$ cat src/rtl/assert_macros.svh
// Assertion macros shared by the RTL.
`ifndef ASSERT_MACROS_SVH
`define ASSERT_MACROS_SVH

// Concurrent assertion on an explicit clock and active-low reset.
`define SRQ_ASSERT_CLK(label, clk, rst_n, prop, msg) \
  label: assert property (@(posedge clk) disable iff (!rst_n) prop) else $error(msg);

// Same, on the house clock and reset names.
`define SRQ_ASSERT(label, prop, msg) \
  `SRQ_ASSERT_CLK(label, clk_i, rst_ni, prop, msg)

`endif

$ cat src/rtl/srq_pkg.sv
// Types, constants and helpers for the segment rotation queue.
`default_nettype none

package srq_pkg;

  localparam int unsigned RingSlots = 128;
  localparam int unsigned PtrW      = $clog2(RingSlots);
  localparam int unsigned IdW       = 31;
  localparam int unsigned LenW      = 32;
  localparam int unsigned StatusW   = 2;

  localparam logic [LenW-1:0] LimitReset = 32'd10240;

  localparam logic [StatusW-1:0] StatusOk     = 2'd0;
  localparam logic [StatusW-1:0] StatusFull   = 2'd1;
  localparam logic [StatusW-1:0] StatusNoData = 2'd2;

  localparam logic KindWrite = 1'b0;
  localparam logic KindRead  = 1'b1;

  typedef struct packed {
    logic            kind;
    logic [LenW-1:0] write_length;
  } in_t;

  typedef struct packed {
    logic [StatusW-1:0] status;
    logic [IdW-1:0]     segment_id;
    logic               opened_new;
  } out_t;

  // Per-word result from the control stage; id comes from the ring when from_ring is set.
  typedef struct packed {
    logic [StatusW-1:0] status;
    logic [IdW-1:0]     segment_id;
    logic               opened_new;
    logic               from_ring;
  } ctrl_res_t;

  typedef struct packed {
    logic            we;
    logic [PtrW-1:0] addr;
    logic [IdW-1:0]  data;
  } ring_wr_t;

  typedef struct packed {
    logic            re;
    logic [PtrW-1:0] addr;
  } ring_rd_t;

  function automatic logic [PtrW-1:0] ptr_next(input logic [PtrW-1:0] p);
    ptr_next = (p == PtrW'(RingSlots - 1)) ? '0 : p + 1'b1;
  endfunction

endpackage

`default_nettype wire

$ cat src/rtl/srq_ram.sv
// Generic single-write, single-read RAM with registered read data.
`default_nettype none

module srq_ram #(
  parameter int unsigned Width = 8,
  parameter int unsigned Depth = 16
) (
  input  wire logic                     clk_i,
  input  wire logic                     we_i,
  input  wire logic [$clog2(Depth)-1:0] waddr_i,
  input  wire logic [Width-1:0]         wdata_i,
  input  wire logic                     re_i,
  input  wire logic [$clog2(Depth)-1:0] raddr_i,
  output logic      [Width-1:0]         rdata_o
);

  logic [Width-1:0] mem_q [Depth];
  logic [Width-1:0] rdata_q;

  always_ff @(posedge clk_i) begin
    if (we_i) begin
      mem_q[waddr_i] <= wdata_i;
    end
    if (re_i) begin
      rdata_q <= mem_q[raddr_i];
    end
  end

  assign rdata_o = rdata_q;

endmodule

`default_nettype wire

$ cat src/rtl/srq_ctrl.sv
// Open segment, ring pointers, id counter and limit register; decides each word.
`default_nettype none

module srq_ctrl (
  input  wire logic                          clk_i,
  input  wire logic                          rst_ni,
  input  wire logic                          accept_i,
  input  wire srq_pkg::in_t                  in_data_i,
  input  wire logic                          cfg_we_i,
  input  wire logic [srq_pkg::LenW-1:0]      cfg_wdata_i,
  output srq_pkg::ctrl_res_t                 res_o,
  output srq_pkg::ring_wr_t                  ring_wr_o,
  output srq_pkg::ring_rd_t                  ring_rd_o
);

  logic [srq_pkg::PtrW-1:0] head_q, head_d, tail_q, tail_d;
  logic [srq_pkg::IdW-1:0]  open_id_q, open_id_d, next_id_q, next_id_d;
  logic                     open_valid_q, open_valid_d;
  logic [srq_pkg::LenW-1:0] open_bytes_q, open_bytes_d, limit_q;

  logic                     is_write, is_read, replace, ring_full, ring_empty;
  logic                     reject, push, open_new, pop;
  logic [srq_pkg::LenW-1:0] base_bytes, sat_bytes;
  logic [srq_pkg::LenW:0]   sum;
  logic [srq_pkg::IdW-1:0]  cur_id;

  assign is_write   = (in_data_i.kind == srq_pkg::KindWrite);
  assign is_read    = (in_data_i.kind == srq_pkg::KindRead);
  assign replace    = !open_valid_q || (open_bytes_q == '0) || (open_bytes_q >= limit_q);
  assign ring_full  = (srq_pkg::ptr_next(tail_q) == head_q);
  assign ring_empty = (head_q == tail_q);

  assign reject   = is_write && replace && open_valid_q && ring_full;
  assign push     = is_write && replace && open_valid_q && !ring_full;
  assign open_new = is_write && replace && !reject;
  assign pop      = is_read && !ring_empty;

  assign cur_id     = open_new ? next_id_q : open_id_q;
  assign base_bytes = open_new ? '0 : open_bytes_q;
  assign sum        = {1'b0, base_bytes} + {1'b0, in_data_i.write_length};
  // saturate at all ones
  assign sat_bytes  = sum[srq_pkg::LenW] ? '1 : sum[srq_pkg::LenW-1:0];

  always_comb begin
    head_d       = head_q;
    tail_d       = tail_q;
    open_id_d    = open_id_q;
    next_id_d    = next_id_q;
    open_valid_d = open_valid_q;
    open_bytes_d = open_bytes_q;
    res_o        = '0;
    if (is_write) begin
      if (reject) begin
        res_o.status = srq_pkg::StatusFull;
      end else begin
        if (push) begin
          tail_d = srq_pkg::ptr_next(tail_q);
        end
        if (open_new) begin
          next_id_d = next_id_q + 1'b1;
        end
        open_id_d        = cur_id;
        open_valid_d     = 1'b1;
        open_bytes_d     = sat_bytes;
        res_o.segment_id = cur_id;
        res_o.opened_new = open_new;
      end
    end else begin
      if (pop) begin
        head_d          = srq_pkg::ptr_next(head_q);
        res_o.from_ring = 1'b1;
      end else if (open_valid_q) begin
        res_o.segment_id = open_id_q;
        open_valid_d     = 1'b0;
        open_bytes_d     = '0;
      end else begin
        res_o.status = srq_pkg::StatusNoData;
      end
    end
  end

  assign ring_wr_o.we   = accept_i && push;
  assign ring_wr_o.addr = tail_q;
  assign ring_wr_o.data = open_id_q;
  assign ring_rd_o.re   = accept_i && pop;
  assign ring_rd_o.addr = head_q;

  always_ff @(posedge clk_i or negedge rst_ni) begin
    if (!rst_ni) begin
      head_q       <= '0;
      tail_q       <= '0;
      open_id_q    <= '0;
      next_id_q    <= '0;
      open_valid_q <= 1'b0;
      open_bytes_q <= '0;
    end else if (accept_i) begin
      head_q       <= head_d;
      tail_q       <= tail_d;
      open_id_q    <= open_id_d;
      next_id_q    <= next_id_d;
      open_valid_q <= open_valid_d;
      open_bytes_q <= open_bytes_d;
    end
  end

  always_ff @(posedge clk_i or negedge rst_ni) begin
    if (!rst_ni) begin
      limit_q <= srq_pkg::LimitReset;
    end else if (cfg_we_i) begin
      limit_q <= cfg_wdata_i;
    end
  end

endmodule

`default_nettype wire

$ cat src/rtl/segment_rotation_queue.sv
// Segment rotation queue: top level with result pipeline and ring memory.
//
// Usage:
// - Input channel (in_valid_i/in_ready_o/in_data_i): one word per request,
//   kind selects write (add bytes to open segment) or read (pop oldest id).
// - Output channel (out_valid_o/out_ready_i/out_data_o): exactly one result
//   word per input word, in order.
// - cfg_we_i/cfg_wdata_i write the segment limit; write only while idle.
// - Pipeline: an accepted word is registered in the decision stage, then
//   moves to the output register once that is empty or being taken; the
//   ring read lands in between.
// - Throughput: one word per cycle while out_ready_i is high; state updates
//   resolve in the accept cycle; ring RAM: at most one write or read per word.
// - Stall: if the receiver holds ready low, the output register keeps its
//   word, the middle stage fills, then in_ready_o drops; nothing is lost.
// - Reset: pointers, open segment, id counter cleared, limit back to 10240.
//   The ring RAM is not cleared; entries are only read after being pushed,
//   so no clearing pass is needed and the block is ready right after reset.
`default_nettype none

`include "assert_macros.svh"

module segment_rotation_queue (
  input  wire logic                     clk_i,
  input  wire logic                     rst_ni,
  input  wire logic                     in_valid_i,
  output logic                          in_ready_o,
  input  wire srq_pkg::in_t             in_data_i,
  output logic                          out_valid_o,
  input  wire logic                     out_ready_i,
  output srq_pkg::out_t                 out_data_o,
  input  wire logic                     cfg_we_i,
  input  wire logic [srq_pkg::LenW-1:0] cfg_wdata_i
);

  logic                    in_accept;
  logic                    s1_move;
  logic                    s1_valid_q, s1_valid_d;
  srq_pkg::ctrl_res_t      s1_res_q, ctrl_res;
  logic                    out_valid_q, out_valid_d;
  srq_pkg::out_t           out_q;
  srq_pkg::ring_wr_t       ring_wr;
  srq_pkg::ring_rd_t       ring_rd;
  logic [srq_pkg::IdW-1:0] ring_rdata;

  // middle stage drains when the output register is empty or being taken
  assign s1_move    = s1_valid_q && (!out_valid_q || out_ready_i);
  assign in_ready_o = !s1_valid_q || s1_move;
  assign in_accept  = in_valid_i && in_ready_o;

  srq_ctrl u_ctrl (
    .clk_i       (clk_i),
    .rst_ni      (rst_ni),
    .accept_i    (in_accept),
    .in_data_i   (in_data_i),
    .cfg_we_i    (cfg_we_i),
    .cfg_wdata_i (cfg_wdata_i),
    .res_o       (ctrl_res),
    .ring_wr_o   (ring_wr),
    .ring_rd_o   (ring_rd)
  );

  // read data holds until the next pop, so it survives a stall in stage 1
  srq_ram #(
    .Width (srq_pkg::IdW),
    .Depth (srq_pkg::RingSlots)
  ) u_ring (
    .clk_i   (clk_i),
    .we_i    (ring_wr.we),
    .waddr_i (ring_wr.addr),
    .wdata_i (ring_wr.data),
    .re_i    (ring_rd.re),
    .raddr_i (ring_rd.addr),
    .rdata_o (ring_rdata)
  );

  assign s1_valid_d  = in_accept ? 1'b1 : (s1_move ? 1'b0 : s1_valid_q);
  assign out_valid_d = s1_move ? 1'b1 : (out_ready_i ? 1'b0 : out_valid_q);

  always_ff @(posedge clk_i or negedge rst_ni) begin
    if (!rst_ni) begin
      s1_valid_q  <= 1'b0;
      out_valid_q <= 1'b0;
    end else begin
      s1_valid_q  <= s1_valid_d;
      out_valid_q <= out_valid_d;
    end
  end

  always_ff @(posedge clk_i) begin
    if (in_accept) begin
      s1_res_q <= ctrl_res;
    end
    if (s1_move) begin
      out_q.status     <= s1_res_q.status;
      out_q.segment_id <= s1_res_q.from_ring ? ring_rdata : s1_res_q.segment_id;
      out_q.opened_new <= s1_res_q.opened_new;
    end
  end

  assign out_valid_o = out_valid_q;
  assign out_data_o  = out_q;

  // ---- assertions ----
  `SRQ_ASSERT(a_ready_when_empty, !s1_valid_q |-> in_ready_o, "stage 1 empty but not ready")
  `SRQ_ASSERT(a_s1_holds,
    (s1_valid_q && !s1_move) |=> (s1_valid_q && $stable(s1_res_q)),
    "stage 1 word lost during stall")
  `SRQ_ASSERT(a_err_fields_zero,
    (out_valid_o && out_data_o.status != srq_pkg::StatusOk) |->
      (out_data_o.segment_id == '0 && !out_data_o.opened_new),
    "error word carries id or open flag")
  `SRQ_ASSERT(a_ring_only_read,
    (s1_valid_q && s1_res_q.from_ring) |->
      (s1_res_q.status == srq_pkg::StatusOk && !s1_res_q.opened_new),
    "ring pop flagged on a bad word")

endmodule

`default_nettype wire
$ cat config.mk
export PLATFORM = sky130hd
export DESIGN_NAME = segment_rotation_queue
export DESIGN_NICKNAME = d
export VERILOG_FILES = /design/src/rtl/srq_pkg.sv /design/src/rtl/srq_ram.sv /design/src/rtl/srq_ctrl.sv /design/src/rtl/segment_rotation_queue.sv
export VERILOG_INCLUDE_DIRS = /design/src /design/src/rtl
export SDC_FILE = /design/constraint.sdc
export NUM_CORES = 2
export LEC_CHECK = 0
export BUFFER_PORTS_ARGS = -buffer_cell sky130_fd_sc_hd__buf_2
export CELL_PAD_IN_SITES_DETAIL_PLACEMENT = 1
export CELL_PAD_IN_SITES_GLOBAL_PLACEMENT = 2
export CORE_ASPECT_RATIO = 0.9
export CORE_UTILIZATION = 47
export DETAILED_ROUTE_END_ITERATION = 10
export GPL_TIMING_DRIVEN = 0
export HOLD_SLACK_MARGIN = 0.1
export PLACE_DENSITY = 0.81
export REMOVE_ABC_BUFFERS = 1
export SYNTH_ARGS = -nofsm -noshare
export SYNTH_HDL_FRONTEND = slang
export SYNTH_SLANG_ARGS = --single-unit
$ cat constraint.sdc
create_clock -name clk_i -period 5.2 [get_ports clk_i]
set_input_delay 0.26 -clock clk_i [delete_from_list [all_inputs] [get_ports clk_i]]
set_output_delay 0.26 -clock clk_i [all_outputs]
set_load 0.1 [all_outputs]
==> After elaboration in Yosys (flattened, before gate mapping) <==
Memory sizes are Yosys's and may differ from the RTL's. A register that Yosys moved wholly into a read port is not among the register bits.
Cells that the tools add are included.
{ "totals": {"elab_cells": 87, "memories": 1, "reg_bits": 212, "ramBits": 3968, "output_inout_bits": 36} }
{ "memory_table": {"columns": ["memory", "depth", "width", "rd", "rd_clocked_by_memory_dff", "wr", "line_no", "source"], "rows": [
  ["u_ring.mem_q", 128, 31, 1, 1, 1, "srq_ram.sv:17", "logic [Width-1:0] mem_q [Depth];"]
]} }
{ "op_classes": {"order_cmp": 1, "add_sub_neg": 4, "bitwise_logic": 2, "reduce_logical": 30, "eq_ne": 7, "mux": 26} }
{ "ops": {"columns": ["operator", "count"], "rows": [
  ["$mux W32", 7],
  ["$mux W31", 3],
  ["$mux W33", 2],
  ["$add A32 B32 Y33", 1],
  ["$ge A32 B32 Y1", 1],
  ["$logic_not A32 Y1", 1],
  ["$add A31 B1 Y31 const B", 1],
  ["$add A7 B1 Y7 const B", 2],
  ["$eq A7 B7 Y1", 2],
  ["$eq A7 B7 Y1 const B", 2],
  ["$mux W7", 2],
  ["$reduce_and A4 Y1", 3],
  ["$mux W1", 11],
  ["$logic_and A1 B1 Y1", 10],
  ["$reduce_and A3 Y1", 3],
  ["$logic_not A1 Y1", 6],
  ["$logic_or A1 B1 Y1", 4],
  ["$ne A2 B2 Y1 const B", 2],
  ["$reduce_bool A2 Y1", 2],
  ["$mux W2", 1],
  ["$ne A2 B1 Y1 const B", 1],
  ["$not A1 Y1", 2],
  ["$reduce_or A2 Y1", 1]
]} }

==> Depth between registers and ports, before layout <==
{ "depth": {"word_depth": 13, "ltp_mapped": 22, "mapped_depth_nobuf": 18} }

==> By module <==
A second synthesis with hierarchy kept.
{ "hier_totals": {"cells_unflattened": 7013, "hier_area_um2": 164053.6} }
{ "by_module_without_submodules": {"columns": ["module", "instances", "cells_each", "area_per_inst_um2"], "rows": [
  ["srq_ram", 1, 5808, 151716.8],
  ["srq_ctrl", 1, 1094, 9793.1],
  ["segment_rotation_queue", 1, 111, 2543.7]
]} }

==> Worst setup path after synthesis <==
No wires, ideal clock.
{ "synth_path": {"path_type": "register to register", "start": "register out_valid_q (netlist: out_valid_o)", "end": "memory u_ring.mem_q[106][0] in the netlist's numbering, enable pin", "synth_period_minus_slack_ns": 5.102, "setup_ns": 0.419, "stages_incl_launch_ff": 10, "arrival_ns": 4.683, "setup_slack_ns": 0.098, "required_ns": 4.781, "cell_sequence": "dfrtp_1 nand3b_1 nand2_1 nor2_1 nand3_1 or2_1 or4b_1 buf_2 buf_2 nor2_1"} }
{ "synth_via": {"elab_chain_cells": 8} }
{ "synth_lines": {"columns": ["element", "line_no", "source"], "rows": [
  ["start, declared", "segment_rotation_queue.sv:40", "logic out_valid_q, out_valid_d;"],
  ["start signal, assigned", "segment_rotation_queue.sv:86", "out_valid_q <= out_valid_d;"],
  ["$logic_not A1 Y1", "segment_rotation_queue.sv:47", "assign s1_move = s1_valid_q && (!out_valid_q || out_ready_i);"],
  ["$logic_or A1 B1 Y1", "segment_rotation_queue.sv:47", null],
  ["$logic_and A1 B1 Y1", "segment_rotation_queue.sv:47", null],
  ["$logic_or A1 B1 Y1", "segment_rotation_queue.sv:48", "assign in_ready_o = !s1_valid_q || s1_move;"],
  ["net in_ready_o", "segment_rotation_queue.sv:27", "output logic in_ready_o,"],
  ["$logic_and A1 B1 Y1", "segment_rotation_queue.sv:49", "assign in_accept = in_valid_i && in_ready_o;"],
  ["$logic_and A1 B1 Y1", "srq_ctrl.sv:82", "assign ring_wr_o.we = accept_i && push;"],
  ["$mux W1", "srq_ram.sv:21", "if (we_i) begin"],
  ["$mux W1 (not written as such)", "srq_ram.sv:22", "mem_q[waddr_i] <= wdata_i;"],
  ["end, declared", "srq_ram.sv:17", null]
]} }
The timed path passes the listed nets, and every way through them passes these cells.

==> Worst setup path in the final report <==
{ "layout_path": {"start": "register u_ctrl.open_bytes_q[23] in the netlist's numbering", "end": "memory u_ring.mem_q[62][13] in the netlist's numbering, enable pin"} }
{ "layout_via": {"elab_chain_cells": 9} }
{ "layout_lines": {"columns": ["element", "line_no", "source"], "rows": [
  ["start, declared", "srq_ctrl.sv:19", "logic [srq_pkg::LenW-1:0] open_bytes_q, open_bytes_d, limit_q;"],
  ["start signal, assigned", "srq_ctrl.sv:102", "open_bytes_q <= open_bytes_d;"],
  ["parallel branches: the longest is 2 deep, another holds $ge A32 B32 Y1", null, null],
  ["$logic_or A1 B1 Y1 *", "srq_ctrl.sv:29", "assign replace = !open_valid_q || (open_bytes_q == '0) || (open_bytes_q >= limit_q);"],
  ["$logic_and A1 B1 Y1 * (3 in series)", "srq_ctrl.sv:34", "assign push = is_write && replace && open_valid_q && !ring_full;"],
  ["$logic_and A1 B1 Y1 *", "srq_ctrl.sv:82", null],
  ["$mux W1 *", "srq_ram.sv:21", null],
  ["$mux W1 (not written as such) *", "srq_ram.sv:22", null]
]} }
Every way passes the cells marked *.

==> results.ini <==
[sta]
maxSlewViolCount=0
hold_viol=0
tightest_slew_ns=1.18
setup_viol=146
fin_worst_skew_ns=0.0696
worst_slack_ns=-0.120
whs_ns=0.276
min_period_over_period_pct=102
slew_headroom_pct=21.1
tns_ns=-6.09
fmax_mhz=188
period_needed_ns=5.32

[clocking]
cts-root-to-sink-buffers=4
worst_skew_pair.late_latency_ns=1.01
htreeDepth=5
clkSlewWorstSetupHoldPaths_ns=0.06
cts-root-buf=clkbuf_16
cts_tree=yes
cts_buffers=416
cts_sinks=4211

[setup_path]
critPathRequiredTime_ns=5.86
critPathMaxStageDelay_ns=0.74
crit_slowest_cell=nor2_2
crit_top_cell=buf_8
start_kind=flop
reg2reg_slack_ns=-0.12
worstSetupEndpointType=flop
r2r_start=u_ctrl.open_bytes_q[23]
path_max_fanout=20
worstSetupPathType=flop to flop
regToRegEndpoint=u_ring.mem_q[62][13]
cp_cell_sequence=ha_1 -> nand4_1 -> nor3_4 -> o211ai_1 -> a2111oi_4 -> buf_6 -> nor3_1 -> nor2_2 -> nand4b_1 -> buf_8 -> buf_8 -> nor2_4 -> buf_12
rr_worst_depth=13
cp_top_family=simple AND/OR/NAND/NOR gates
path_buf_inv=4
arrival_ns=5.98

[synth]
synth_area_um2=163000
synth_seq_cells=4211
ys_top_cells_by_area=edfxtp_1 (75%), mux4_2 (18%), dfrtp_1 (2.2%)
synth-edff-count=4068
syn_inst=6882
yosys.area.top_type=edfxtp_1
synth_top_cell_area_share_pct=74.8
synth.distinct_cells=73
avgSynthCellArea_um2=23.7
ys_warn_count=0
async_flop_share_pct=3.40
synth_flop_cell=edfxtp_1
synth-seq-area-share_pct=77.0

[run]
drv_cap=0

[worst_hold_path]
hold_path_depth=5
min_path_type=input port to flop
hold_end=u_ctrl.open_bytes_q[0]
hp-start=in_data_i[0]

[die]
start_util_pct=47.4
core_um2=344000
die_w_um=623
num_rows=204
die_h_um=561
pin_count=106
dieArea_um2=350000

[grt]
antenna_found_initial=67
grt_max_degree=97
grt_use_total_pct=26.8
grt_overflow_total=0
grt_pass1_vias=84148
grt_first_pass_wirelength_um=658000

[drt]
via_per_inst=6.59
detail-route-antenna-nets=0
drc_errors=0
wirelength_um=478000
drt-initial-drc-count=11664
drt-pass1-iter-count=5
wl_per_cell_um=38.5
via_count=81798

[placed_design]
finalWeightedCongestion=0.795
port_buffers=105
dp.cells=11410
hpwl_um=273000

[power_and_ir_drop]
leakage_uw=0.0615
power_density_nw_per_um2=468
vdd_drop_max_mv=0.304

[final_layout]
fin_nets=7644
syn_to_final_growth_pct=17.0
instances_no_fill=12417
layout-drive-gt1-share_pct=33.2

[run_status]
status=finished with violations
violations=negative setup slack

## Yosys cell counts, drive strengths merged, types with 4 or more instances
cell type / n
o2bb2ai: 27
xor2: 24
o21a: 6
nand3: 43
nand4b: 4
mux2: 92
o21ai: 58
clkbuf: 191
a22o: 35
dfrtp: 141
o31ai: 4
mux4: 1302
nand2: 113
a21boi: 6
buf: 166
and4: 5
nor2b: 40
and3: 10
nor4: 18
a31oi: 5
a21o: 7
xnor2: 43
a211oi: 9
o211ai: 7
inv: 47
nand4: 16
edfxtp: 4068
a21oi: 46
ha: 67
and2: 11
nor3: 17
nor4b: 4
nand2b: 7
nor2: 188
## registers in the layout, indices dropped and copies added, names as in the netlist
name                 flops
out_data_o              34
out_valid_o              1
s1_res_q                35
s1_valid_q               1
u_ctrl.head_q            7
u_ctrl.limit_q          32
u_ctrl.next_id_q        31
u_ctrl.open_bytes_q     32
u_ctrl.open_id_q        31
u_ctrl.open_valid_q      1
u_ctrl.tail_q            7
u_ring.mem_q          3968
u_ring.rdata_o          31
## cell families after synthesis
logic type      share of synthesized area [%]
fa+ha+maj                               0.526
compound gates                           1.04
flops                                    77.0
mux                                      18.6
buf+inv                                  1.02
xor+xnor                                0.359
simple gates                             1.42
## power by group
group	internal [µW]	switching, µW
Sequential	38000	1140
Combinational	8620	11300
Clock	17200	13300
Total	63800	25700
## worst register-to-register path, stage by stage (launching register included)
cell	delay (ns)
dfrtp_1	0.44
ha_1	0.36
nand4_1	0.19
nor3_4	0.24
o211ai_1	0.19
a2111oi_4	0.25
buf_6	0.19
nor3_1	0.15
nor2_2	0.74
nand4b_1	0.73
buf_8	0.41
buf_8	0.19
nor2_4	0.62
buf_12	0.29
## area by class of cell
cell class | instances | area (µm²)
Fill cell | 28457 | 153000
Sequential cell | 4211 | 126000
Multi-Input combinational cell | 2270 | 37100
Clock buffer | 506 | 10900
Timing Repair Buffer | 559 | 8530
Tap cell | 4532 | 5670
Clock inverter | 258 | 2680
Inverter | 48 | 186
Antenna cell | 33 | 82.6
## cell usage in the layout, fill, tap and decap left out, types with 39 or more instances in the layout
cell type	count
buf_16	138
ha_1	65
o21ai_0	53
nand2_1	112
clkbuf_1	81
clkinv_2	85
bufinv_16	45
dfrtp_4	39
xnor2_1	43
clkbuf_16	421
buf_12	102
dlygate4sd3_1	172
nor2b_1	40
buf_2	104
nand3_1	41
clkinv_1	85
nor2_4	129
inv_1	45
edfxtp_1	4068
nor2_1	58
a21oi_1	41
dfrtp_1	97
mux4_2	1302
mux2_2	92
## worst max path at each step
stage / endpoint / slack [ns] / from / cells past startpoint
5_1_grt: u_ring.mem_q[62][13] / -0.09 / u_ctrl.open_bytes_q[22] / 13
3_5_place_dp: u_ctrl.open_bytes_q[23] / -2.71 / u_ctrl.tail_q[5] / 16
6_report: u_ring.mem_q[62][13] / -0.12 / u_ctrl.open_bytes_q[23] / 13
4_1_cts: u_ctrl.open_bytes_q[25] / -0.004 / u_ctrl.open_bytes_q[22] / 19
2_1_floorplan: u_ctrl.open_bytes_q[29] / -35.97 / u_ctrl.head_q[0] / 15
3_3_place_gp: u_ctrl.open_bytes_q[23] / -54.51 / u_ctrl.head_q[0] / 15
## stage by stage
step	utilization, %	power, µW	area [µm²]	setup WS (ns)
after floorplan	-	48900	162000	-35.97
after global placement	48.8	50200	168000	-54.51
after detailed placement	50.8	58500	175000	-2.71
after CTS	55.4	89200	191000	-0.00435
after global routing	55.5	91400	191000	-0.0927
final	55.5	89500	191000	-0.120
## timing repair
item,CTS,global route
cloned,3,1
buffers inserted,22,11
resized for setup,28,29
endpoints found under the hold margin,241,0
setup endpoints to repair,3985,242
hold buffers,173,0
pin swaps,12,15
## metal layers
| metal | vias to the layer above | GRT usage (%) | routed length [µm] |
|---|---|---|---|
| met1 | 43799 | 35.7 | 173000 |
| met2 | 6043 | 43.1 | 230000 |
| met5 | - | 0 | 92 |
| met4 | 14 | 11.3 | 23300 |
| li1 | 30894 | - | - |
| met3 | 1048 | 5.98 | 51500 |
Note: power is estimated with default switching activity, not from simulation.
